--- config.mk ---
export PLATFORM = sky130hd
export DESIGN_NAME = sccd_ram
export DESIGN_NICKNAME = d
export VERILOG_FILES = /design/src/rtl/core/sccd_ram.sv
export SDC_FILE = /design/constraint.sdc
export NUM_CORES = 2
export LEC_CHECK = 0
export ABC_AREA = 1
export CELL_PAD_IN_SITES_DETAIL_PLACEMENT = 1
export CELL_PAD_IN_SITES_GLOBAL_PLACEMENT = 1
export CORE_MARGIN = 4
export CORE_UTILIZATION = 43
export CTS_CLUSTER_SIZE = 20
export DETAILED_ROUTE_END_ITERATION = 8
export DONT_BUFFER_PORTS = 1
export MAX_ROUTING_LAYER = met4
export PLACE_DENSITY_LB_ADDON = 0.1
export SLEW_MARGIN = 25
export SYNTH_ARGS = -nofsm -noshare
export SYNTH_HDL_FRONTEND = slang
export SYNTH_SLANG_ARGS = --single-unit
--- constraint.sdc ---
create_clock -name clk -period 2.25 [get_ports clk]
set_input_delay 0.225 -clock clk [delete_from_list [all_inputs] [get_ports clk]]
set_output_delay 0.225 -clock clk [all_outputs]
set_load 0.02 [all_outputs]
--- src/rtl/core/sccd_ram.sv ---
`timescale 1ns / 1ps
module sccd_ram #(
	parameter int WIDTH = 8,
	parameter int DEPTH = 256
) (
	input logic clk,
	input logic we,
	input logic [$clog2(DEPTH > 1 ? DEPTH : 2)-1:0] waddr,
	input logic [WIDTH-1:0] wdata,
	input logic [$clog2(DEPTH > 1 ? DEPTH : 2)-1:0] raddr,
	output logic [WIDTH-1:0] rdata
);
	logic [WIDTH-1:0] mem [DEPTH];

	always_ff @(posedge clk) begin
		if (we) mem[waddr] <= wdata;
		rdata <= mem[raddr];
	end
endmodule

Yosys cells after proc, flatten, opt, wreduce, memory -nomap -nowiden
Memory sizes are Yosys's and may differ from the RTL's. A register that Yosys moved wholly into a read port is not among the register bits.
Cells that the tools add are included.
W data, S select, Z words.
Storage, ports and cells
  flip-flop bits (word level): 0
  bits in latches: 0
  bits in writable memories: 2048
  memory bits (read-only): 0
  word-level logic and storage cells: 3
  memories kept: 1
Operators by class
  add/sub/neg operators: 0
  $mul: 0
  divide/modulo/power cells: 0
  magnitude comparators: 0
  equality and inequality tests: 0
  shift operators: 0
  mux-type cells: 2
  bitwise operators: 0
  reductions and logical operators: 0
Memories
  mem: depth 256, bits a word 8, rd ports 1, clocked after memory_dff 1, wr ports 1, RTL line 13  | logic [WIDTH-1:0] mem [DEPTH];
Operator list (count)
  $mux W1: 2

Logic depth before layout (Yosys ltp)
  depth in word-level cells: 2
  gate-level depth with buffers: 15
  mapped depth without buffers: 11

Worst setup path before layout
Ideal clock, no wire load.
  path type: input to register
  start point: in we
  end point: mem mem[162][0] (enable)
  arrival time: 1.346 ns
  data required time: 1.880 ns
  slack: 0.534 ns
  stages: 4
  path buffers: 2
  cells stage by stage: clkbuf_1 -> nand3_1 -> clkbuf_1 -> nor2_1
On the way
  word-level cells in the longest chain between the ends: 2
RTL lines
  from (decl): RTL line 7  | input logic we,
  $mux W1: RTL line 16  | if (we) mem[waddr] <= wdata;
  $mux W1 (implied by the code): RTL line 16
  to (decl): RTL line 13
Every way passes these cells.

==> flow_summary.toml <==
[cells_and_area]
multi_input_area_um2 = 19200
final_core_util_pct = 49.9
drive_above_1_share_pct = 11.1
ff_latch_area_um2 = 61700
area_growth_pct = 15.3
nets = 7294
final_area_um2 = 96200
finalNonFillerCells = 9981
fillCellCount = 19848

[critical_path]
cp_max_fo = 257
crit_slowest_cell = "dlygate4sd3_1"
crit_arrival_ps = 3070
crit_top_cell = "nand3_1"
slowest_delay_ps = 560
required_ps = 3030
crit_type = "in2reg"
endpoint_kind = "register"
crit_chain = "inv_8, buf_12, buf_4, nand3_1, nand3_1, nand3_1, dlygate4sd3_1, nand3_1, nand3_1, nand2_1, nand2_1, nand2_1"
cp_top_family = "buffers and inverters"
critPathBufInv = 4
startpoint_type = "primary input"

[timing]
final_max_slew_viol_count = 83
period_needed_ps = 2290
finalCritPeriodShare_pct = 102
fin_ws_ps = -36.8
rsz0062_at_grt = "no"
max_freq_mhz = 437
final.setup.tns_ps = -72.6
skew_ps = 28.6
hold_viol = 1566
worst_slew_pin_slew_ps = 1600
hold_ws_ps = -498
finalSetupViolCount = 2
slew_headroom_pct = -6.70

[logic_synthesis]
synth-seq-area-share_pct = 73.9
syn_nets = 7029
ys.flop_type = "edfxtp_1"
yosysTopAreaCellShare_pct = 73.7
synth.avg_cell_area_um2 = 11.9
yosysMostFrequentCell = "nand2_1"
ys_async_sr_fraction_pct = 0
synth_area_um2 = 83400
ys_types = 14
yosysWarnings = 0
synth-seq-cells = 2056
yosys.area.top_type = "edfxtp_1"
synth.area.top_cells = "edfxtp_1, nand3_1, nand2_1"
synthCells = 7003
synth_common_cells = "nand2_1, edfxtp_1, nand3_1"
synth_enable_flop_cells = 2048

[cts]
cts.htree.levels = 4
cts_tree = "built"
holdBufCountCts = 14
clk_pin_slew_ps = 60
cts_buffers = 219
cts.sinks = 2056
clk_latency_ps = 860
root_buffer = "clkbuf_16"
ctsLongestPathBuffers = 3

[global_routing]
grt_max_degree = 1026
use_met1_pct = 36.6
grt.overflow.total = 0
grt_util_met2_pct = 43.4
gr-usage-all-layers_pct = 27.3
grt_pass1_vias = 58434
antenna_found_initial = 8
gr-usage-met3_pct = 3.85
busiest_layer = "met2"
grt_pass1_wl_um = 393000

[placement]
io_buffers = 0
place.gp.congestion = 0.852
place_area_um2 = 88600
hpwl_um = 144000
dp_cells = 9532
dp_slack_ps = -574

[routing]
drt-total-wl_um = 275000
post_drt_wl_per_cell_um = 27.6
vias_per_cell = 5.70
vias = 56899
drt_iter0_markers = 5076
firstDrtPassIters = 5
drc_errors = 0
ant_nets = 0

[power_and_ir_drop]
power.density_nw_per_um2 = 843
peakVddDrop_mv = 0.703
power.leakage_nw = 34.0
power_mw = 81.1

[outcome]
violations = "hold timing, slew limit, setup timing"
status = "finished with violations"

[floorplan]
io_pins = 34
dieArea_um2 = 201000
die_w_um = 448
start_util_pct = 43.3
die_h_um = 448
core-area_um2 = 193000
row_count = 161

[flow_run]
cap_violations = 0

[worst_hold_path]
hold_class = "in2reg"
[kinds of logic (layout without fill, tap and decap cells)]
| family | Yosys count | after routing | synth area share (%) |
|---|---|---|---|
| buffers and inverters | 522 | 967 | 3.12 |
| DFF | 2056 | 2056 | 73.9 |
| other | 0 | 7 | 0 |
| and+or+nand+nor | 4425 | 4425 | 22.9 |
[final timing paths]
check / slack, ps / startpoint / end / cells past startpoint
setup / recovery: -40 / raddr[2] / rdata[3] / 12
hold / removal: -500 / wdata[7] / mem[105][7] / 0
setup reg to reg: 130 / mem[139][5] / rdata[5] / 10
hold reg to reg: 970 / mem[208][1] / rdata[1] / 10
[metal layers]
layer / up-vias / share of wire, %
li1: 25434 / -
met1: 29453 / 43
met2: 1627 / 47
met3: 385 / 5.9
met4: 0 / 3.4
met5: - / 0
[state kept, by name, summed over array words and instances, names as in the netlist]
register	cells
rdata	8
mem	2048
[layout by cell type (no fill, tap or decap), drive strengths merged]
master,instances
buf,499
bufinv,10
clkbuf,296
clkinv,105
clkinvlp,1
dfxtp,8
diode,7
dlygate4sd3,11
edfxtp,2048
inv,45
nand2,2123
nand3,2019
nor2,283
[where the power goes]
part,internal (mW),switching [mW],total [mW]
Clock,19.5,14.9,34.4
Sequential,42.2,0.112,42.3
Combinational,1.40,2.96,4.36
Total,63.1,18.0,81.1
[cell type report]
cell class / count / share of cell area [%]
Sequential cell: 2056 / 64.1
Multi-Input combinational cell: 4425 / 19.9
Clock buffer: 279 / 6.13
Timing Repair Buffer: 527 / 5.44
Tap cell: 2526 / 3.29
Clock inverter: 122 / 0.860
Inverter: 39 / 0.190
Antenna cell: 7 / 0.0182
[what timing repair did]
| item | CTS | global route |
|---|---|---|
| setup endpoints to repair | 0 | 8 |
| gates resized for setup | 0 | 2 |
| endpoints found under the hold margin | 2133 | 2048 |
| setup buffers | 0 | 5 |
Power figures use the tool's default switching activity.
