==> src/rtl/core/sccd_valid.sv <==
`timescale 1ns / 1ps
// Per-row validity flags: a row never written reads as all ways invalid.
module sccd_valid #(
	parameter int SETS = 256,
	parameter int AW = 8
) (
	input logic clk,
	input logic arst_n,
	input logic set_row,
	input logic [AW-1:0] waddr,
	input logic [AW-1:0] raddr,
	output logic rvalid
);
	logic [SETS-1:0] row_valid_q;
	logic rvalid_q;

	always_ff @(posedge clk or negedge arst_n) begin
		if (!arst_n) begin
			row_valid_q <= '0;
			rvalid_q <= 1'b0;
		end else begin
			if (set_row) row_valid_q[waddr] <= 1'b1;
			rvalid_q <= row_valid_q[raddr];
		end
	end

	assign rvalid = rvalid_q;
endmodule

==> config.mk <==
export PLATFORM = sky130hd
export DESIGN_NAME = sccd_valid
export DESIGN_NICKNAME = d
export VERILOG_FILES = /design/src/rtl/core/sccd_valid.sv
export SDC_FILE = /design/constraint.sdc
export NUM_CORES = 1
export LEC_CHECK = 0
export BUFFER_PORTS_ARGS = -buffer_cell sky130_fd_sc_hd__buf_2
export CORE_AREA = 2 2 170 139
export CTS_BUF_LIST = sky130_fd_sc_hd__clkbuf_4 sky130_fd_sc_hd__clkbuf_8 sky130_fd_sc_hd__clkbuf_16
export DETAILED_ROUTE_END_ITERATION = 16
export DIE_AREA = 0 0 172 141
export HOLD_SLACK_MARGIN = 0.06
export PLACE_DENSITY = 0.64
export SLEW_MARGIN = 40
export SYNTH_ARGS = -nofsm -noshare
export SYNTH_HDL_FRONTEND = slang
export SYNTH_SLANG_ARGS = --single-unit
==> constraint.sdc <==
create_clock -name clk -period 2.2 [get_ports clk]
set_input_delay 0.11 -clock clk [delete_from_list [all_inputs] [get_ports clk]]
set_output_delay 0.11 -clock clk [all_outputs]
set_load 0.05 [all_outputs]
# [Word level (Yosys, flattened, before mapping)]
# Index checks and enable logic that the tools add are counted.
[totals] regBits=257 out_inout_bits=1 wordCells=11
[classes] order_cmp=3 muxes=4 bitwise=1 reduce_logical=1
[op_table] cell="$or 256x256->256" count=1
[op_table] cell="$lt 8x9->1 const B" count=2
[op_table] cell="$bmux 1 s8" count=1
[op_table] cell="$demux 1 s8" count=1
[op_table] cell="$ge 8x1->1 const B" count=1
[op_table] cell="$mux 1" count=2
[op_table] cell="$logic_and 1x1->1" count=1

# [Longest topological paths before layout]
# Gate-level depths: netlist (run 1).
[depth] ltp_word=5 ltp_mapped=10

# [Worst setup path after synthesis (run 1)]
# OpenSTA, ideal clock, no wires.
[synth_path] kind="reg2reg" start="reg row_valid_q[75]" end="reg rvalid_q, in the netlist rvalid" t_arrival_ns=1.779 required_time_ns=2.072 setup_slack_ns=0.293 path_stages_with_launch=7 n_path_buf=0 cell_sequence="dfrtp_1 mux4_2 mux2_2 a2111o_1 o311ai_0 o311a_1 a211oi_1"
[synth_between] elab_chain_cells=2
[synth_lines] element="from (decl)" line_no="14" source="logic [SETS-1:0] row_valid_q;"
[synth_lines] element="from (signal assigned)" line_no="19" source="row_valid_q <= '0;"
[synth_lines] element="from (signal, indexed assignment)" line_no="22" source="if (set_row) row_valid_q[waddr] <= 1'b1;"
[synth_lines] element="$bmux 1 s8" line_no="23" source="rvalid_q <= row_valid_q[raddr];"
[synth_lines] element="$mux 1 (not written as such)" line_no="23"
[synth_lines] element="to (signal assigned)" line_no="23"
[synth_lines] element="to (decl)" line_no="15" source="logic rvalid_q;"
# No other way between the ends. The select of a mux whose other input is x is not followed.
# A chain may end at the register's enable or synchronous reset.

# [Worst setup path after layout (run 1)]
[layout_path] start="reg row_valid_q[123]" end="reg rvalid_q, in the netlist rvalid"
# The elaborated chain is that of the path after synthesis.

==> results.toml, run 1 <==
[timing]
final_hold_viol_count = 0
final_max_slew_viol_count = 0
slew_headroom = 0.483
rsz0062_at_grt = "false"
holdWs_ns = 0.106
setup-tns-final_ns = 0
finClkSkew_ns = 0.0156
period_share = 0.958
worst_pin_slew_ns = 0.776
setup_viol_count_final = 0
period_needed_ns = 2.11
max_freq_ghz = 0.475

[yosys]
yosysTopAreaCellShare = 0.578
syn_avg_cell_area_um2 = 13.4
yosysWarnings = 0
synth_common_cells = "dfrtp_1, a21o_1, o21bai_1"
ys_seq_area_frac = 0.578
synth_flop_cell = "dfrtp_1"
ys_top_cells_by_area = "dfrtp_1, a21o_1, mux4_2"
syn_nets = 851
synth_most_common_cell = "dfrtp_1"
synth_seq_cells = 257
synth_edf_count = 0
synth_cell_types = 47
synthCells = 832
synth_area_mm2 = 0.0111
async_flop_share = 1.00
yosysTopAreaCell = "dfrtp_1"

[grt]
use_met3 = 0.0413
grtUsageTotal = 0.248
grt_pass1_vias = 7739
grt_pass1_wl_um = 45500
top_usage_layer = "met1"
met1_usage = 0.382
grtUsageMet2 = 0.368
grt_max_degree = 72
grt_overflow_total = 0
antenna_found_initial = 0

[critical_path]
crit_family = "multiplexers"
crit_fanout = 2
cp_slowest_cell = "mux4_2"
crit_type = "reg2reg"
crit_chain = "mux4_2 -> mux2_2 -> a2111oi_2 -> buf_4 -> o2111a_1 -> a211oi_1"
arrival_ns = 2.51
worstPathRequired_ns = 2.61
startpoint = "row_valid_q[123]"
cp-end-kind = "flip-flop"
r2r_start = "row_valid_q[123]"
cp-start-kind = "flip-flop"
slowest_delay_ns = 0.50
regToRegSetupSlack_ns = 0.09
path_buf_inv = 1

[clock_tree]
clk_latency_ns = 0.52
clock-sinks = 257
numCtsBuffers = 26
htree_levels = 1
cts-root-buf = "clkbuf_16"
clk_pin_slew_ns = 0.07
tritoncts = "built"
cts_max_path_buffers = 3

[cells_and_area]
layout.cells.non_filler = 1210
fin_nets = 899
multi_input_area_mm2 = 0.00434
nFillCells = 1852
drive_above_1_share = 0.197
diodes = 0
area_delta_synth_final_pct = 15.4
seq_area_mm2 = 0.00643

[floorplanning]
core_area_mm2 = 0.0228
die_area_mm2 = 0.0243
die_w_um = 172
ios = 20
start_util = 0.488
die_h_um = 141
num_rows = 50

[placed_design]
numPortBuffers = 19
gp_congestion = 0.851
hpwl_um = 19800
dpl.cell_count = 1158

[routing]
drcViolationCount = 0
ant_nets = 0
vias = 7438
wl_per_cell_um = 23.9
drt_iter0_drc = 679
wl_um = 28900
drt_first_pass_iters = 5
avgViaCountPerCell = 6.15

[worst_hold_path]
hp-start = "set_row"
hold_path_class = "in2reg"

[pwr]
peakVddDrop_uv = 610
p_leak_nw = 7.23
power_w = 0.0114
power.density_mw_per_mm2 = 885

[outcome]
outcome = "finished clean"

[flow_run]
drv_cap = 0
-- layer usage --
metal	routed length (um)	share of wire
met2	12900	0.45
met5	0	0
met4	602	0.021
met3	1740	0.060
met1	13700	0.47
-- final cells by class --
cell class / count / area share
sequential: 257 / 0.501
multi-input combinational: 507 / 0.338
clock buffer: 32 / 0.0570
inverter: 3 / 0.000878
clock inverter: 14 / 0.0181
timing repair buffer: 85 / 0.0542
tap: 312 / 0.0304
-- sequential cells by signal, indices dropped and copies added (netlist names) --
name,cells
row_valid_q,256
rvalid,1
-- worst min-delay path, cell delays in order --
cell,delay [ns]
buf_2,0.16
nand2_1,0.07
nor2_1,0.08
a21o_1,0.17
-- power breakdown --
group	internal [W]	switching [W]	leakage, nW	total (W)
Sequential	0.00511	0.000215	3.49	0.00533
Clock	0.00307	0.00185	0.472	0.00491
Combinational	0.000544	0.000571	3.27	0.00111
-- logic make-up (layout without fill, tap and decap cells) --
kind of cell / Yosys count / in the layout / share of synthesized area
AOI/OAI and AO/OA: 301 / 301 / 0.203
buffers and inverters: 68 / 134 / 0.0337
DFF: 257 / 257 / 0.578
muxes: 104 / 104 / 0.141
and+or+nand+nor: 102 / 102 / 0.0447
-- path summary, 6_finish.rpt --
kind                                     to  cells past startpoint
max in group asynchronous  row_valid_q[154]                      3
min in group asynchronous   row_valid_q[38]                      2
max                                  rvalid                      6
min                        row_valid_q[244]                      4
min reg2reg                 row_valid_q[67]                      1
max reg2reg                          rvalid                      6
-- placed cells by master (no fill, tap or decap), drive strengths merged, types with 20 or more instances in the layout --
cell / netlist / final
dfrtp: 257 / 257
a21o: 178 / 178
buf: 23 / 79
o21bai: 76 / 76
mux2i: 54 / 54
mux4: 40 / 40
nor2: 32 / 32
clkbuf: 42 / 32
nand2: 21 / 21
o22ai: 20 / 20
-- metrics by stage --
stage,setup slack [ns],utilization,area [um^2]
finish,0.0935,0.564,12800
global route,0.0172,0.564,12800
CTS,0.0754,0.564,12800
detailed placement,-0.0422,0.518,11800
global placement,-0.0782,0.518,11800
floorplan,0.293,-,11100
-- timing repair --
| action | CTS | global route |
|---|---|---|
| gates resized for setup | 1 | 0 |
| endpoints found under the setup margin | 1 | 0 |
| buffers inserted | 0 | 0 |
| hold buffers | 6 | 0 |
| endpoints found under the hold margin | 220 | 0 |
No activity file was read; power rests on OpenSTA's default activity.
==> run 2: changes to the inputs <==
- BUFFER_PORTS_ARGS: -buffer_cell sky130_fd_sc_hd__buf_2 -> -buffer_cell sky130_fd_sc_hd__buf_4
==> run 2 against run 1 <==
Effect of this change:
- critical path depth unchanged
- largest power group unchanged
- sequential power about the same
- die area unchanged
- worst setup slack worse by 0.014 ns
- final area about the same
- clock power down 3%
- fmax down 0.68%
- worst hold slack worse by 0.020 ns
- largest cell class unchanged
- register-to-register slack about the same
- total power down 1.4%
- clock skew up 0.0066 ns
- utilization about the same
==> results.toml, run 2 (synthesized netlist as in run 1, its figures left out) <==
[routing]
drcViolationCount = 0
avgViaCountPerCell = 6.02
drt_iter0_drc = 620
ant_nets = 0
drt_first_pass_iters = 5
vias = 7288
wl_per_cell_um = 23.2
wl_um = 28000

[floorplanning]
die_area_mm2 = 0.0243
num_rows = 50
die_h_um = 141
start_util = 0.488
ios = 20
die_w_um = 172
core_area_mm2 = 0.0228

[pwr]
p_leak_nw = 7.25
power.density_mw_per_mm2 = 872
peakVddDrop_uv = 513

[clock_tree]
numCtsBuffers = 27
htree_levels = 1
cts-root-buf = "clkbuf_16"
tritoncts = "built"
clock-sinks = 257
clk_pin_slew_ns = 0.06
clk_latency_ns = 0.54
cts_max_path_buffers = 3

[cells_and_area]
drive_above_1_share = 0.190
area_delta_synth_final_pct = 15.4
fin_nets = 898
nFillCells = 1853
largest_reg_flops = 256
layout.cells.non_filler = 1211
mostFrequentLayoutCell = "dfrtp_1"
top_register = "row_valid_q"
diodes = 0
most-common-layout-cells = "dfrtp_1, a21o_1, o21bai_1"

[grt]
grt_overflow_total = 0
grt_pass1_vias = 7703
grt_max_degree = 81
grtUsageTotal = 0.243
antenna_found_initial = 0
grt_pass1_wl_um = 45000

[critical_path]
arrival_ns = 2.55
regToRegSetupSlack_ns = 0.08
cp-start-kind = "flip-flop"
crit_fanout = 2
crit_type = "reg2reg"
worstPathRequired_ns = 2.62
cp-end-kind = "flip-flop"

[timing]
max_freq_ghz = 0.471
period_needed_ns = 2.12
finClkSkew_ns = 0.0221
worst_pin_slew_ns = 0.790
period_share = 0.964
rsz0062_at_grt = "false"
final_hold_viol_count = 0
slew_headroom = 0.471
final_max_slew_viol_count = 0
setup-tns-final_ns = 0
setup_viol_count_final = 0

[outcome]
outcome = "finished clean"

[flow_run]
drv_cap = 0

[placed_design]
gp_congestion = 0.826
numPortBuffers = 19
dpl.cell_count = 1154
hpwl_um = 18700

[worst_hold_path]
hold_path_class = "in2reg"
## run 2: changes by cell type in the layout (fill, tap and decap cells not counted), sizes merged
cell / previous run / this run
buf: 79 / 75
clkbuf: 32 / 35
clkinv: 7 / 10
bufinv: 6 / 4
clkinvlp: 2 / 0
dlygate4sd3: 6 / 8
inv: 2 / 3
## run 2: cell type report
class	count	area (um^2)	share of cell area
clock inverter	14	174	0.0136
inverter	3	11.3	0.000877
multi-input combinational	507	4330	0.337
tap	312	390	0.0304
sequential	257	6430	0.501
timing repair buffer	83	738	0.0575
clock buffer	35	761	0.0593
## run 2: worst paths after layout
| check | from | end | depth (start not counted) |
|---|---|---|---|
| max | row_valid_q[26] | rvalid | 6 |
| min | raddr[4] | rvalid | 3 |
| max reg2reg | row_valid_q[26] | rvalid | 6 |
| min reg2reg | row_valid_q[67] | row_valid_q[67] | 1 |
| max in group asynchronous | arst_n | row_valid_q[249] | 3 |
| min in group asynchronous | arst_n | row_valid_q[6] | 2 |
## run 2: critical path, cell delays in order (launching register included)
cell	delay, ns
dfrtp_1	0.39
mux4_2	0.47
mux2_2	0.33
a2111oi_1	0.44
a311o_1	0.18
o2111a_1	0.17
a211oi_1	0.05
## run 2: power breakdown
group	internal (W)	switching, W	total, W
Sequential	0.00512	0.000214	0.00533
Combinational	0.000551	0.000562	0.00111
Clock	0.00290	0.00185	0.00475
Total	0.00857	0.00263	0.0112
## run 2: repair_timing
action,in CTS,in global routing
endpoints found under the setup margin,1,1
buffers inserted,0,0
gates resized for setup,1,1
hold buffers,8,0
gates cloned,0,0
endpoints found under the hold margin,108,0
## run 2: per-layer routing
| metal | track usage | vias to the layer above | wire, um |
|---|---|---|---|
| met5 | 0 | - | 0 |
| met4 | 0.0602 | 0 | 580 |
| met3 | 0.0365 | 43 | 1630 |
| met2 | 0.359 | 224 | 12500 |
| met1 | 0.378 | 3863 | 13300 |
| li1 | - | 3158 | - |
## run 2: metrics by stage
stage	setup WS [ns]	utilization	instance area [um^2]	total power, W	hold WS (ns)
global placement	-0.0481	0.519	11800	0.00644	0.137
finish	0.0790	0.564	12800	0.0112	0.0860
global route	0.0279	0.564	12800	0.0116	0.0711
CTS	0.0723	0.564	12800	0.0113	0.0652
detailed placement	-0.0484	0.519	11800	0.00650	0.149
floorplan	0.293	-	11100	0.00606	-0.186
==> run 3: changes to the inputs <==
- PLACE_DENSITY: 0.64 -> default
- PLACE_DENSITY_LB_ADDON: default -> 0.15
==> run 3 against run 2 <==
Effect of this change:
- sequential power barely moved
- worst setup slack got worse by 0.044 ns
- highest routed layer unchanged
- total power down 1.9%
- cell count is 0.41% lower
- global-route usage grew 0.59 points
- largest power group unchanged
- clock power shrank 4.6%
- sequential cell count did not move
==> results.toml, run 3 (synthesized netlist as in run 1, its figures left out) <==
[critical_path]
worstPathRequired_ns = 2.61
crit_fanout = 2
ff2ff_path_depth = 6
cp-end-kind = "flip-flop"
r2r_start = "row_valid_q[19]"
r2r-end = "rvalid"
cp-start-kind = "flip-flop"
crit_type = "reg2reg"
regToRegSetupSlack_ns = 0.04
arrival_ns = 2.58
startpoint = "row_valid_q[19]"

[timing]
period_share = 0.984
setup_viol_count_final = 0
period_needed_ns = 2.16
final_max_slew_viol_count = 0
worst_pin_slew_ns = 0.805
layout_setup_ws_ns = 0.0351
final_hold_viol_count = 0
setup-tns-final_ns = 0
max_freq_ghz = 0.462
slew_headroom = 0.463
rsz0062_at_grt = "false"
finClkSkew_ns = 0.0171

[grt]
grt_pass1_wl_um = 45700
grt_overflow_total = 0
use_met3 = 0.0508
grtUsageTotal = 0.249
antenna_found_initial = 2
grtUsageMet2 = 0.374
grt_pass1_vias = 7747
top_usage_layer = "met1"
met1_usage = 0.379
grt_max_degree = 78

[placed_design]
hpwl_um = 19800
numPortBuffers = 19
dpl.cell_count = 1154
post-place-ws_ns = -0.0132
gp_congestion = 0.918

[cells_and_area]
diodes = 0
layout.cells.non_filler = 1206
top_register = "row_valid_q"
largest_reg_flops = 256
drive_above_1_share = 0.195
area_delta_synth_final_pct = 15.1
most-common-layout-cells = "dfrtp_1, a21o_1, o21bai_1"
fin_nets = 897
mostFrequentLayoutCell = "dfrtp_1"
utilization = 0.562

[floorplanning]
ios = 20
die_area_mm2 = 0.0243
start_util = 0.488
num_rows = 50
die_h_um = 141
core_area_mm2 = 0.0228
die_w_um = 172

[routing]
wl_per_cell_um = 23.9
avgViaCountPerCell = 6.10
drcViolationCount = 0
drt_iter0_drc = 544
wl_um = 28800
ant_nets = 0
drt_first_pass_iters = 5
vias = 7360

[pwr]
p_leak_nw = 7.21
peakVddDrop_uv = 524
power_w = 0.0110
power.density_mw_per_mm2 = 859

[worst_hold_path]
hp-start = "raddr[5]"
hold_path_class = "in2reg"
hold_depth = 4
hold_end = "rvalid"

[clock_tree]
cts_setup_buffers = 0
numCtsBuffers = 27
htree_levels = 1
clk_pin_slew_ns = 0.06
cts_max_path_buffers = 3
clk_latency_ns = 0.53
cts-root-buf = "clkbuf_16"
clock-sinks = 257
tritoncts = "built"

[flow_run]
drv_cap = 0

[outcome]
outcome = "finished clean"
-- run 3: cell types whose count changed in the layout (fill, tap and decap cells not counted), sizes merged --
cell         previous run  this run
bufinv                  4         2
clkbuf                 35        40
clkinvlp                0         1
clkinv                 10         2
dlygate4sd3             8         7
-- run 3: through the flow --
| step | area [um^2] | hold WS (ns) |
|---|---|---|
| floorplan | 11100 | -0.186 |
| global placement | 11800 | 0.137 |
| detailed placement | 11800 | 0.154 |
| CTS | 12800 | 0.0627 |
| global route | 12800 | 0.0852 |
| finish | 12800 | 0.0767 |
-- run 3: worst max path at each step --
| stage | endpoint | cells past startpoint | slack, ns |
|---|---|---|---|
| floorplan | rvalid | 6 | 0.29 |
| global placement | rvalid | 8 | 0.03 |
| detailed placement | rvalid | 7 | -0.01 |
| CTS | rvalid | 6 | 0.05 |
| global route | rvalid | 6 | 0.0005 |
| finish | rvalid | 6 | 0.04 |
-- run 3: layer usage --
metal / vias to the layer above / part of all wire
met4: 0 / 0.015
met2: 237 / 0.45
met1: 3920 / 0.47
met5: - / 0
li1: 3165 / -
met3: 38 / 0.064
-- run 3: final cells by class --
type	instances	area [um^2]
Sequential cell	257	6430
Tap cell	312	390
Inverter	3	11.3
Fill cell	1913	9970
Multi-Input combinational cell	507	4360
Timing Repair Buffer	82	716
Clock inverter	5	81.3
Clock buffer	40	811
-- run 3: what timing repair did --
| item | in CTS | in global routing |
|---|---|---|
| gates resized for setup | 0 | 1 |
| hold buffers | 7 | 0 |
| setup endpoints to repair | 0 | 1 |
| hold endpoints to repair | 81 | 0 |
-- run 3: worst max-delay path, cell delays in order (launching register included) --
cell	delay (ns)
dfrtp_1	0.39
mux4_2	0.49
mux2_2	0.31
a2111oi_0	0.46
a311o_1	0.18
o2111a_1	0.17
a211oi_1	0.05
-- run 3: where the power goes --
part | switching, W | internal, W
sequential | 0.000214 | 0.00512
clock | 0.00177 | 0.00276
combinational | 0.000577 | 0.000547
total | 0.00256 | 0.00843
